<file path="src/design/cl2n_pkg.sv">
// Package for the column L2 normalizer: widths, the sequencer state type and
// the result type of the shared subtract/compare unit. No dependencies.
package cl2n_pkg;

   localparam int SAMPLE_W   = 16;  // input sample and normalized result
   localparam int ROWS_W     = 7;   // rows_in_use and element count
   localparam int ROW_IDX_W  = 6;   // row index into the column store
   localparam int MAX_ROWS   = 64;
   localparam int SUM_W      = 37;  // sum of squares
   localparam int SQ_W       = 32;  // one square
   localparam int ROOT_REG_W = 39;  // working root register
   localparam int NORM_W     = 19;  // final root, floor(sqrt(2^36)) = 2^18
   localparam int SU_W       = 40;  // shared unit operand width
   localparam int QUO_W      = 17;  // quotient bits, quotient <= 2^15
   localparam int REM_W      = 20;  // partial remainder
   localparam int NUM_W      = 31;  // dividend a*2^15 + norm/2
   localparam int STEP_W     = 5;
   localparam int ROOT_STEPS = 20;  // one step per bit pair, bit = 4^19 .. 4^0

   localparam logic [ROWS_W-1:0] ROWS_RESET = ROWS_W'(MAX_ROWS);
   localparam logic [SAMPLE_W-1:0] Q15_MAX = {1'b0, {(SAMPLE_W-1){1'b1}}};

   typedef enum logic [2:0] {
      ST_LOAD,    // take samples
      ST_ACC,     // fold square into the sum, check end of column
      ST_ROOT,    // integer square root, one bit pair a cycle
      ST_FETCH,   // read one stored element
      ST_PREP,    // set up the divider
      ST_DIVIDE,  // restoring division, one quotient bit a cycle
      ST_WRITE    // hand result to the output register
   } cl2n_state_type;

   typedef struct packed {
      logic [SU_W-1:0] diff;
      logic            ge;
   } cl2n_sub_res_type;

endpackage

</file>
<file path="src/design/cl2n_if.sv">
// Valid/ready channels of the column L2 normalizer: sample input, result
// output and the rows_in_use write port. Depends on cl2n_pkg.
interface cl2n_req_if;
   logic                                   valid;
   logic                                   ready;
   logic signed [cl2n_pkg::SAMPLE_W-1:0]   sample;

   modport source (output valid, output sample, input ready);
   modport sink   (input valid, input sample, output ready);
endinterface

interface cl2n_rsp_if;
   logic                                   valid;
   logic                                   ready;
   logic signed [cl2n_pkg::SAMPLE_W-1:0]   normalized;
   logic        [cl2n_pkg::ROW_IDX_W-1:0]  row_index;
   logic                                   last_of_column;
   logic                                   zero_column;

   modport source (output valid, output normalized, output row_index,
                   output last_of_column, output zero_column, input ready);
   modport sink   (input valid, input normalized, input row_index,
                   input last_of_column, input zero_column, output ready);
endinterface

interface cl2n_csr_if;
   logic                                   valid;
   logic                                   ready;
   logic        [cl2n_pkg::ROWS_W-1:0]     data;

   modport source (output valid, output data, input ready);
   modport sink   (input valid, input data, output ready);
endinterface

</file>
<file path="src/design/cl2n_sub_unit.sv">
// Shared subtract/compare unit used by the square root and the divider.
// Depends on cl2n_pkg.
module cl2n_sub_unit (
   input  logic [cl2n_pkg::SU_W-1:0] minuend,
   input  logic [cl2n_pkg::SU_W-1:0] subtrahend,
   output cl2n_pkg::cl2n_sub_res_type res
);
   import cl2n_pkg::*;

   always_comb begin
      res.diff = minuend - subtrahend;
      res.ge   = (minuend >= subtrahend);
   end

endmodule

</file>
<file path="src/design/column_l2_normalizer_unit.sv">
// Column L2 normalizer top level. Depends on cl2n_pkg, cl2n_if, cl2n_sub_unit.
// Loading: each sample is accepted, then its square is accumulated before the next
// sample is taken. After the last sample of a column the square root runs, then each
// result goes through fetch, setup, 17 divide steps and write; a zero column skips the
// divide steps. Square root and divider share the one subtract/compare unit, and the
// write waits for a free output slot. Sync active-high reset clears the sequencer,
// sum, count and output valid, and sets rows_in_use to 64; store not cleared.
module column_l2_normalizer_unit (
   input  logic        clock,
   input  logic        reset,
   cl2n_req_if.sink    req_bus,
   cl2n_rsp_if.source  rsp_bus,
   cl2n_csr_if.sink    csr_bus
);
   import cl2n_pkg::*;

   // column store, written while loading, read back in row order
   logic [SAMPLE_W-1:0]   store_mem [MAX_ROWS];
   logic [SAMPLE_W-1:0]   rd_ff;

   cl2n_state_type        state_ff, state_in;
   logic [ROWS_W-1:0]     rows_ff;
   logic [ROWS_W-1:0]     count_ff, count_in;
   logic [SUM_W-1:0]      sum_ff, sum_in;     // sum of squares, then sqrt remainder
   logic [SQ_W-1:0]       sq_ff, sq_in;
   logic [ROOT_REG_W-1:0] root_ff, root_in;
   logic [STEP_W-1:0]     step_ff, step_in;
   logic [ROW_IDX_W-1:0]  k_ff, k_in;
   logic [REM_W-1:0]      rem_ff, rem_in;
   logic [QUO_W-1:0]      num_ff, num_in;     // low dividend bits still to shift in
   logic [QUO_W-1:0]      quo_ff, quo_in;
   logic                  neg_ff, neg_in;

   // output register
   logic                  out_valid_ff, out_valid_in;
   logic [SAMPLE_W-1:0]   out_norm_ff, out_norm_in;
   logic [ROW_IDX_W-1:0]  out_row_ff, out_row_in;
   logic                  out_last_ff, out_last_in;
   logic                  out_zero_ff, out_zero_in;

   logic                  req_take;
   logic [ROWS_W-1:0]     rows_eff;
   logic [SAMPLE_W-1:0]   sample_mag;
   logic [SAMPLE_W-1:0]   elem_mag;
   logic [NUM_W-1:0]      dividend;
   logic [NORM_W-1:0]     norm;
   logic [SU_W-1:0]       root_bit;
   logic [SU_W-1:0]       su_a, su_b;
   logic [REM_W-1:0]      trial;
   logic                  is_last;
   logic                  out_slot;
   cl2n_sub_res_type      su_res;

   assign req_bus.ready = (state_ff == ST_LOAD);
   assign req_take      = req_bus.valid && req_bus.ready;
   assign csr_bus.ready = 1'b1;

   assign rsp_bus.valid          = out_valid_ff;
   assign rsp_bus.normalized     = out_norm_ff;
   assign rsp_bus.row_index      = out_row_ff;
   assign rsp_bus.last_of_column = out_last_ff;
   assign rsp_bus.zero_column    = out_zero_ff;

   // rows_in_use of 0 acts as 1, above the store depth as the depth
   assign rows_eff = (rows_ff == '0) ? ROWS_W'(1) :
                     (rows_ff > ROWS_W'(MAX_ROWS)) ? ROWS_W'(MAX_ROWS) : rows_ff;

   assign sample_mag = req_bus.sample[SAMPLE_W-1] ? SAMPLE_W'(-req_bus.sample)
                                                  : SAMPLE_W'(req_bus.sample);
   assign sq_in      = sample_mag * sample_mag;

   assign norm     = root_ff[NORM_W-1:0];
   // bit = 4^step
   assign root_bit = SU_W'(1) << {step_ff, 1'b0};
   assign trial    = {rem_ff[REM_W-2:0], num_ff[QUO_W-1]};

   // element magnitude and rounded dividend a * 2^15 + norm / 2
   assign elem_mag = rd_ff[SAMPLE_W-1] ? SAMPLE_W'(-rd_ff) : rd_ff;
   assign dividend = {elem_mag, {(SAMPLE_W-1){1'b0}}} + NUM_W'(norm >> 1);

   assign is_last  = ((ROWS_W'(k_ff) + ROWS_W'(1)) == count_ff);
   assign out_slot = !out_valid_ff || rsp_bus.ready;

   // shared unit: sqrt trial subtract or divider trial subtract
   always_comb begin
      if (state_ff == ST_ROOT) begin
         su_a = SU_W'(sum_ff);
         su_b = SU_W'(root_ff) + root_bit;
      end else begin
         su_a = SU_W'(trial);
         su_b = SU_W'(norm);
      end
   end

   cl2n_sub_unit u_sub (
      .minuend    (su_a),
      .subtrahend (su_b),
      .res        (su_res)
   );

   always_ff @(posedge clock) begin
      if (reset) begin
         state_ff     <= ST_LOAD;
         rows_ff      <= ROWS_RESET;
         count_ff     <= '0;
         sum_ff       <= '0;
         out_valid_ff <= 1'b0;
      end else begin
         state_ff     <= state_in;
         count_ff     <= count_in;
         sum_ff       <= sum_in;
         out_valid_ff <= out_valid_in;
         if (csr_bus.valid && csr_bus.ready) begin
            rows_ff <= csr_bus.data;
         end
      end
   end

   // datapath registers, no reset needed
   always_ff @(posedge clock) begin
      sq_ff       <= sq_in;
      root_ff     <= root_in;
      step_ff     <= step_in;
      k_ff        <= k_in;
      rem_ff      <= rem_in;
      num_ff      <= num_in;
      quo_ff      <= quo_in;
      neg_ff      <= neg_in;
      out_norm_ff <= out_norm_in;
      out_row_ff  <= out_row_in;
      out_last_ff <= out_last_in;
      out_zero_ff <= out_zero_in;
   end

   // column store: write on accept, registered read in fetch
   always_ff @(posedge clock) begin
      if (req_take) begin
         store_mem[count_ff[ROW_IDX_W-1:0]] <= req_bus.sample;
      end
      if (state_ff == ST_FETCH) begin
         rd_ff <= store_mem[k_ff];
      end
   end

   always_comb begin
      state_in     = state_ff;
      count_in     = count_ff;
      sum_in       = sum_ff;
      root_in      = root_ff;
      step_in      = step_ff;
      k_in         = k_ff;
      rem_in       = rem_ff;
      num_in       = num_ff;
      quo_in       = quo_ff;
      neg_in       = neg_ff;
      out_valid_in = out_valid_ff && !rsp_bus.ready;
      out_norm_in  = out_norm_ff;
      out_row_in   = out_row_ff;
      out_last_in  = out_last_ff;
      out_zero_in  = out_zero_ff;

      case (state_ff)
         ST_LOAD: begin
            if (req_take) begin
               count_in = count_ff + ROWS_W'(1);
               state_in = ST_ACC;
            end
         end
         ST_ACC: begin
            sum_in = sum_ff + SUM_W'(sq_ff);
            if (count_ff >= rows_eff) begin
               root_in  = '0;
               step_in  = STEP_W'(ROOT_STEPS - 1);
               state_in = ST_ROOT;
            end else begin
               state_in = ST_LOAD;
            end
         end
         ST_ROOT: begin
            // v >= root + bit: v -= root + bit, root = root/2 + bit
            if (su_res.ge) begin
               sum_in  = su_res.diff[SUM_W-1:0];
               root_in = (root_ff >> 1) + root_bit[ROOT_REG_W-1:0];
            end else begin
               root_in = root_ff >> 1;
            end
            if (step_ff == '0) begin
               k_in     = '0;
               state_in = ST_FETCH;
            end else begin
               step_in = step_ff - STEP_W'(1);
            end
         end
         ST_FETCH: begin
            state_in = ST_PREP;
         end
         ST_PREP: begin
            neg_in = rd_ff[SAMPLE_W-1];
            if (norm == '0) begin
               quo_in   = '0;
               state_in = ST_WRITE;
            end else begin
               // top dividend bits are below the divisor since |e| <= norm
               rem_in   = REM_W'(dividend[NUM_W-1:QUO_W]);
               num_in   = dividend[QUO_W-1:0];
               quo_in   = '0;
               step_in  = STEP_W'(QUO_W - 1);
               state_in = ST_DIVIDE;
            end
         end
         ST_DIVIDE: begin
            rem_in = su_res.ge ? su_res.diff[REM_W-1:0] : trial;
            quo_in = {quo_ff[QUO_W-2:0], su_res.ge};
            num_in = num_ff << 1;
            if (step_ff == '0) begin
               state_in = ST_WRITE;
            end else begin
               step_in = step_ff - STEP_W'(1);
            end
         end
         ST_WRITE: begin
            if (out_slot) begin
               out_valid_in = 1'b1;
               out_row_in   = k_ff;
               out_last_in  = is_last;
               out_zero_in  = (norm == '0);
               if (neg_ff) begin
                  out_norm_in = SAMPLE_W'(-quo_ff);
               end else if (quo_ff[QUO_W-1:SAMPLE_W-1] != '0) begin
                  out_norm_in = Q15_MAX;  // +1.0 saturates
               end else begin
                  out_norm_in = quo_ff[SAMPLE_W-1:0];
               end
               if (is_last) begin
                  sum_in   = '0;
                  count_in = '0;
                  state_in = ST_LOAD;
               end else begin
                  k_in     = k_ff + ROW_IDX_W'(1);
                  state_in = ST_FETCH;
               end
            end
         end
         default: begin
            state_in = ST_LOAD;
         end
      endcase
   end

   // a zero column never carries a nonzero result
   a_zero_col_value: assert property (@(posedge clock) disable iff (reset)
      out_valid_ff && out_zero_ff |-> out_norm_ff == '0)
      else $error("zero column with nonzero result");

   // divider partial remainder stays below the divisor
   a_rem_below_norm: assert property (@(posedge clock) disable iff (reset)
      state_ff == ST_DIVIDE |-> REM_W'(norm) > rem_ff)
      else $error("divider remainder out of range");

   // column never exceeds the store depth
   a_count_depth: assert property (@(posedge clock) disable iff (reset)
      count_ff <= ROWS_W'(MAX_ROWS))
      else $error("element count beyond store depth");

   // a result is only loaded from the write state
   a_out_load: assert property (@(posedge clock) disable iff (reset)
      $rose(out_valid_ff) |-> $past(state_ff) == ST_WRITE)
      else $error("result loaded outside write state");

   // after the last result of a column the block is loading again
   a_last_returns: assert property (@(posedge clock) disable iff (reset)
      state_ff == ST_WRITE && out_slot && is_last |=> state_ff == ST_LOAD && count_ff == '0)
      else $error("column not closed after last result");

endmodule

</file>
<file path="src/flat_wrapper.sv">
// flat-port wrapper written by rule: the top's interface ports become plain ports
module column_l2_normalizer_unit_flat import cl2n_pkg::*;
  (clock, reset, req_bus_valid, req_bus_sample, req_bus_ready, rsp_bus_valid, rsp_bus_normalized, rsp_bus_row_index, rsp_bus_last_of_column, rsp_bus_zero_column, rsp_bus_ready, csr_bus_valid, csr_bus_data, csr_bus_ready);
  cl2n_req_if req_bus_i ();
  cl2n_rsp_if rsp_bus_i ();
  cl2n_csr_if csr_bus_i ();
  input  logic clock;
  input  logic reset;
  input wire logic [$bits(req_bus_i.valid)-1:0] req_bus_valid;
  input wire logic [$bits(req_bus_i.sample)-1:0] req_bus_sample;
  output wire logic [$bits(req_bus_i.ready)-1:0] req_bus_ready;
  output wire logic [$bits(rsp_bus_i.valid)-1:0] rsp_bus_valid;
  output wire logic [$bits(rsp_bus_i.normalized)-1:0] rsp_bus_normalized;
  output wire logic [$bits(rsp_bus_i.row_index)-1:0] rsp_bus_row_index;
  output wire logic [$bits(rsp_bus_i.last_of_column)-1:0] rsp_bus_last_of_column;
  output wire logic [$bits(rsp_bus_i.zero_column)-1:0] rsp_bus_zero_column;
  input wire logic [$bits(rsp_bus_i.ready)-1:0] rsp_bus_ready;
  input wire logic [$bits(csr_bus_i.valid)-1:0] csr_bus_valid;
  input wire logic [$bits(csr_bus_i.data)-1:0] csr_bus_data;
  output wire logic [$bits(csr_bus_i.ready)-1:0] csr_bus_ready;
  assign req_bus_i.valid = req_bus_valid;
  assign req_bus_i.sample = req_bus_sample;
  assign req_bus_ready = req_bus_i.ready;
  assign rsp_bus_valid = rsp_bus_i.valid;
  assign rsp_bus_normalized = rsp_bus_i.normalized;
  assign rsp_bus_row_index = rsp_bus_i.row_index;
  assign rsp_bus_last_of_column = rsp_bus_i.last_of_column;
  assign rsp_bus_zero_column = rsp_bus_i.zero_column;
  assign rsp_bus_i.ready = rsp_bus_ready;
  assign csr_bus_i.valid = csr_bus_valid;
  assign csr_bus_i.data = csr_bus_data;
  assign csr_bus_ready = csr_bus_i.ready;
  column_l2_normalizer_unit u_core (.clock(clock), .reset(reset), .req_bus(req_bus_i), .rsp_bus(rsp_bus_i), .csr_bus(csr_bus_i));
endmodule
</file>
<file path="config.mk">
export PLATFORM = sky130hd
export DESIGN_NAME = column_l2_normalizer_unit_flat
export DESIGN_NICKNAME = d
export VERILOG_FILES = /design/src/design/cl2n_pkg.sv /design/src/design/cl2n_if.sv /design/src/design/cl2n_sub_unit.sv /design/src/design/column_l2_normalizer_unit.sv /design/src/flat_wrapper.sv
export SDC_FILE = /design/constraint.sdc
export NUM_CORES = 2
export LEC_CHECK = 0
export BUFFER_PORTS_ARGS = -buffer_cell sky130_fd_sc_hd__buf_4
export CAP_MARGIN = 40
export CORE_AREA = 5 5 342 344
export CTS_CLUSTER_SIZE = 25
export DETAILED_ROUTE_END_ITERATION = 10
export DIE_AREA = 0 0 347 349
export PLACE_DENSITY = 0.73
export SLEW_MARGIN = 20
export SYNTH_ARGS = -nofsm -noshare
export SYNTH_HDL_FRONTEND = slang
export SYNTH_HIERARCHICAL = 1
export SYNTH_SLANG_ARGS = --single-unit
</file>
<file path="constraint.sdc">
create_clock -name clock -period 9.2 [get_ports clock]
set_clock_uncertainty 0.15 [all_clocks]
set_input_delay 1.38 -clock clock [delete_from_list [all_inputs] [get_ports clock]]
set_output_delay 1.38 -clock clock [all_outputs]
set_load 0.02 [all_outputs]
</file>
==> flow_summary.toml <==
[run_status]
outcome = "finished clean"

[timing]
setup-violations-final = 0
slew_viol_final = 0
fin_crit_sh = 0.892
setup_ws_ns = 0.993
hold_viol = 0
finalSetupTns_ns = 0
hold-worst-slack_ns = 0.361
slew_headroom = 0.338
worstMarginPinSlew_ns = 0.993
rsz0062_at_grt = "false"
period_needed_ns = 8.21
fmax_mhz = 122

[grt]
grt_pass1_wl_mm = 249
grt_pass1_vias = 39100
grt_max_degree = 143
use_met2 = 0.429
antenna_found_initial = 11
grt_overflow = 0
grt_use_met1 = 0.392
grt_usage = 0.273
busiest_layer = "met2"
grt_util_met3 = 0.0502

[drt]
ant_nets = 0
routed_via_density = 6.36
wirelength_mm = 167
firstDrtPassIters = 6
drcViolationCount = 0
drt_iter0_drc = 4863
post_drt_wl_per_cell_um = 26.3
via_count = 40300

[pwr]
seqPwrFrac = 0.334
power_density_nw_per_um2 = 277
p_int_uw = 12700
switching_share = 0.354
power_switching_uw = 6950
power_frac_comb = 0.400
p_clk_frac = 0.266
power_leakage_uw = 0.0254
ir_drop_uv = 620

[cts]
post_cts_buffers = 0
clock_latency_ns = 0.76
clockBufferDepth = 3
numCtsBuffers = 130
clk_pin_slew_ns = 0.06
postCtsHoldBufs = 0
clock-sinks = 1254
post_cts_resized = 0
cts-root-buf = "clkbuf_16"
ctsHtreeMaxLevel = 4
cts_tree = "built"

[setup_path]
cpPeakStageDelay_ns = 0.67
end_kind = "flop"
critPathKind = "flop to flop"
critPathMaxFanout = 57
startpoint_type = "flop"
critPathArrivalTime_ns = 8.53
r2r_setup_slack_ns = 0.99
crit_required_ns = 9.52
slowest_stage = "buf_4"

[cells_and_area]
areaGrowthSynthToFinish_pct = 10.8
stdcell_count = 6333
n_fill_cell = 8216
drive_above_1_share = 0.151
nNetsFinal = 5142

[place]
pre_cts_ws_ns = 0.357
io_buffers = 53
gp_congestion = 0.937
dp.final_hpwl_mm = 107
placedCellCount = 6095

[die]
core_sq_um = 114000
initial_core_util = 0.564
rows = 124
die_area_sq_um = 121000
die_y_um = 349
ioPinCount = 55
die_x_um = 347

[logic_synthesis]
syn-mean-instance-area_sq_um = 13.9
netlist_instances = 4598
syn_area_sq_um = 64000
yosysWarnings = 6

[run]
drv_cap = 0

[min_path]
hold_path.class = "flop to flop"
routing by layer:
metal / vias to the layer above / share of wire
met3: 333 / 0.098
met2: 2298 / 0.47
li1: 17400 / -
met5: - / 0.00021
met4: 6 / 0.035
met1: 20200 / 0.40
worst max-delay path, delay by kind of cell, from the launching register on:
kind / cells / cell delay, ns
muxes: 1 / 0.13
adders and majority gates: 4 / 0.93
and+or+nand+nor: 9 / 2.12
DFF: 1 / 0.48
buffers and inverters: 4 / 1.04
xor gates and xnor gates: 1 / 0.20
AOI/OAI and AO/OA: 11 / 2.86
cells in the final DEF, fill, tap and decap left out, drive strengths merged, types with 165 or more instances in the layout:
cell type and instances:
nor2 345, buf 192, inv 328, fa 165, o21ai 184, mux4 288
ha 229, a21oi 177, nand2 411, edfxtp 1168
through the flow:
step / power, uW / util / instance area, sq um
floorplan: 12500 / - / 64100
global placement: 14300 / 0.586 / 66500
detailed placement: 14400 / 0.587 / 66700
CTS: 19700 / 0.624 / 70900
global route: 21000 / 0.625 / 71000
finish: 19600 / 0.625 / 71000
power by group through the flow:
stage	registers, uW	logic [uW]	clock network [uW]
floorplan	6610	5920	0
global placement	6680	7610	0
detailed placement	6680	7760	0
CTS	6560	7830	5280
global route	6570	8910	5550
finish	6560	7850	5230
sequential cells by signal, indices dropped and copies added, names as in the netlist, 17 cells and up:
name and cells:
u_core/rem_ff 19, u_core/root_ff 39, u_core/sq_ff 31, u_core/sum_ff 37
u_core/num_ff 17, u_core/store_mem 1024, u_core/quo_ff 17
final cells by class:
cell class	count	area [sq um]	share of cell area
Sequential cell	1254	36800	0.518
Clock inverter	66	721	0.0102
Inverter	326	1220	0.0172
Timing Repair Buffer	193	1620	0.0228
Tap cell	1512	1890	0.0267
Clock buffer	162	3490	0.0492
Multi-Input combinational cell	2815	25200	0.355
Antenna cell	5	12.5	0.000176
final timing paths:
kind / start / endpoint / depth (start not counted)
worst max-delay path: u_core/step_ff[0]$_DFFE_PP_ / u_core/root_ff[37]$_SDFFCE_PN0P_ / 30
worst min-delay path: u_core/num_ff[13]$_DFFE_PP_ / u_core/num_ff[14]$_DFFE_PP_ / 2
worst max register to register: u_core/step_ff[0]$_DFFE_PP_ / u_core/root_ff[37]$_SDFFCE_PN0P_ / 30
worst min register to register: u_core/num_ff[13]$_DFFE_PP_ / u_core/num_ff[14]$_DFFE_PP_ / 2
Note: power is estimated with default switching activity, not from simulation.
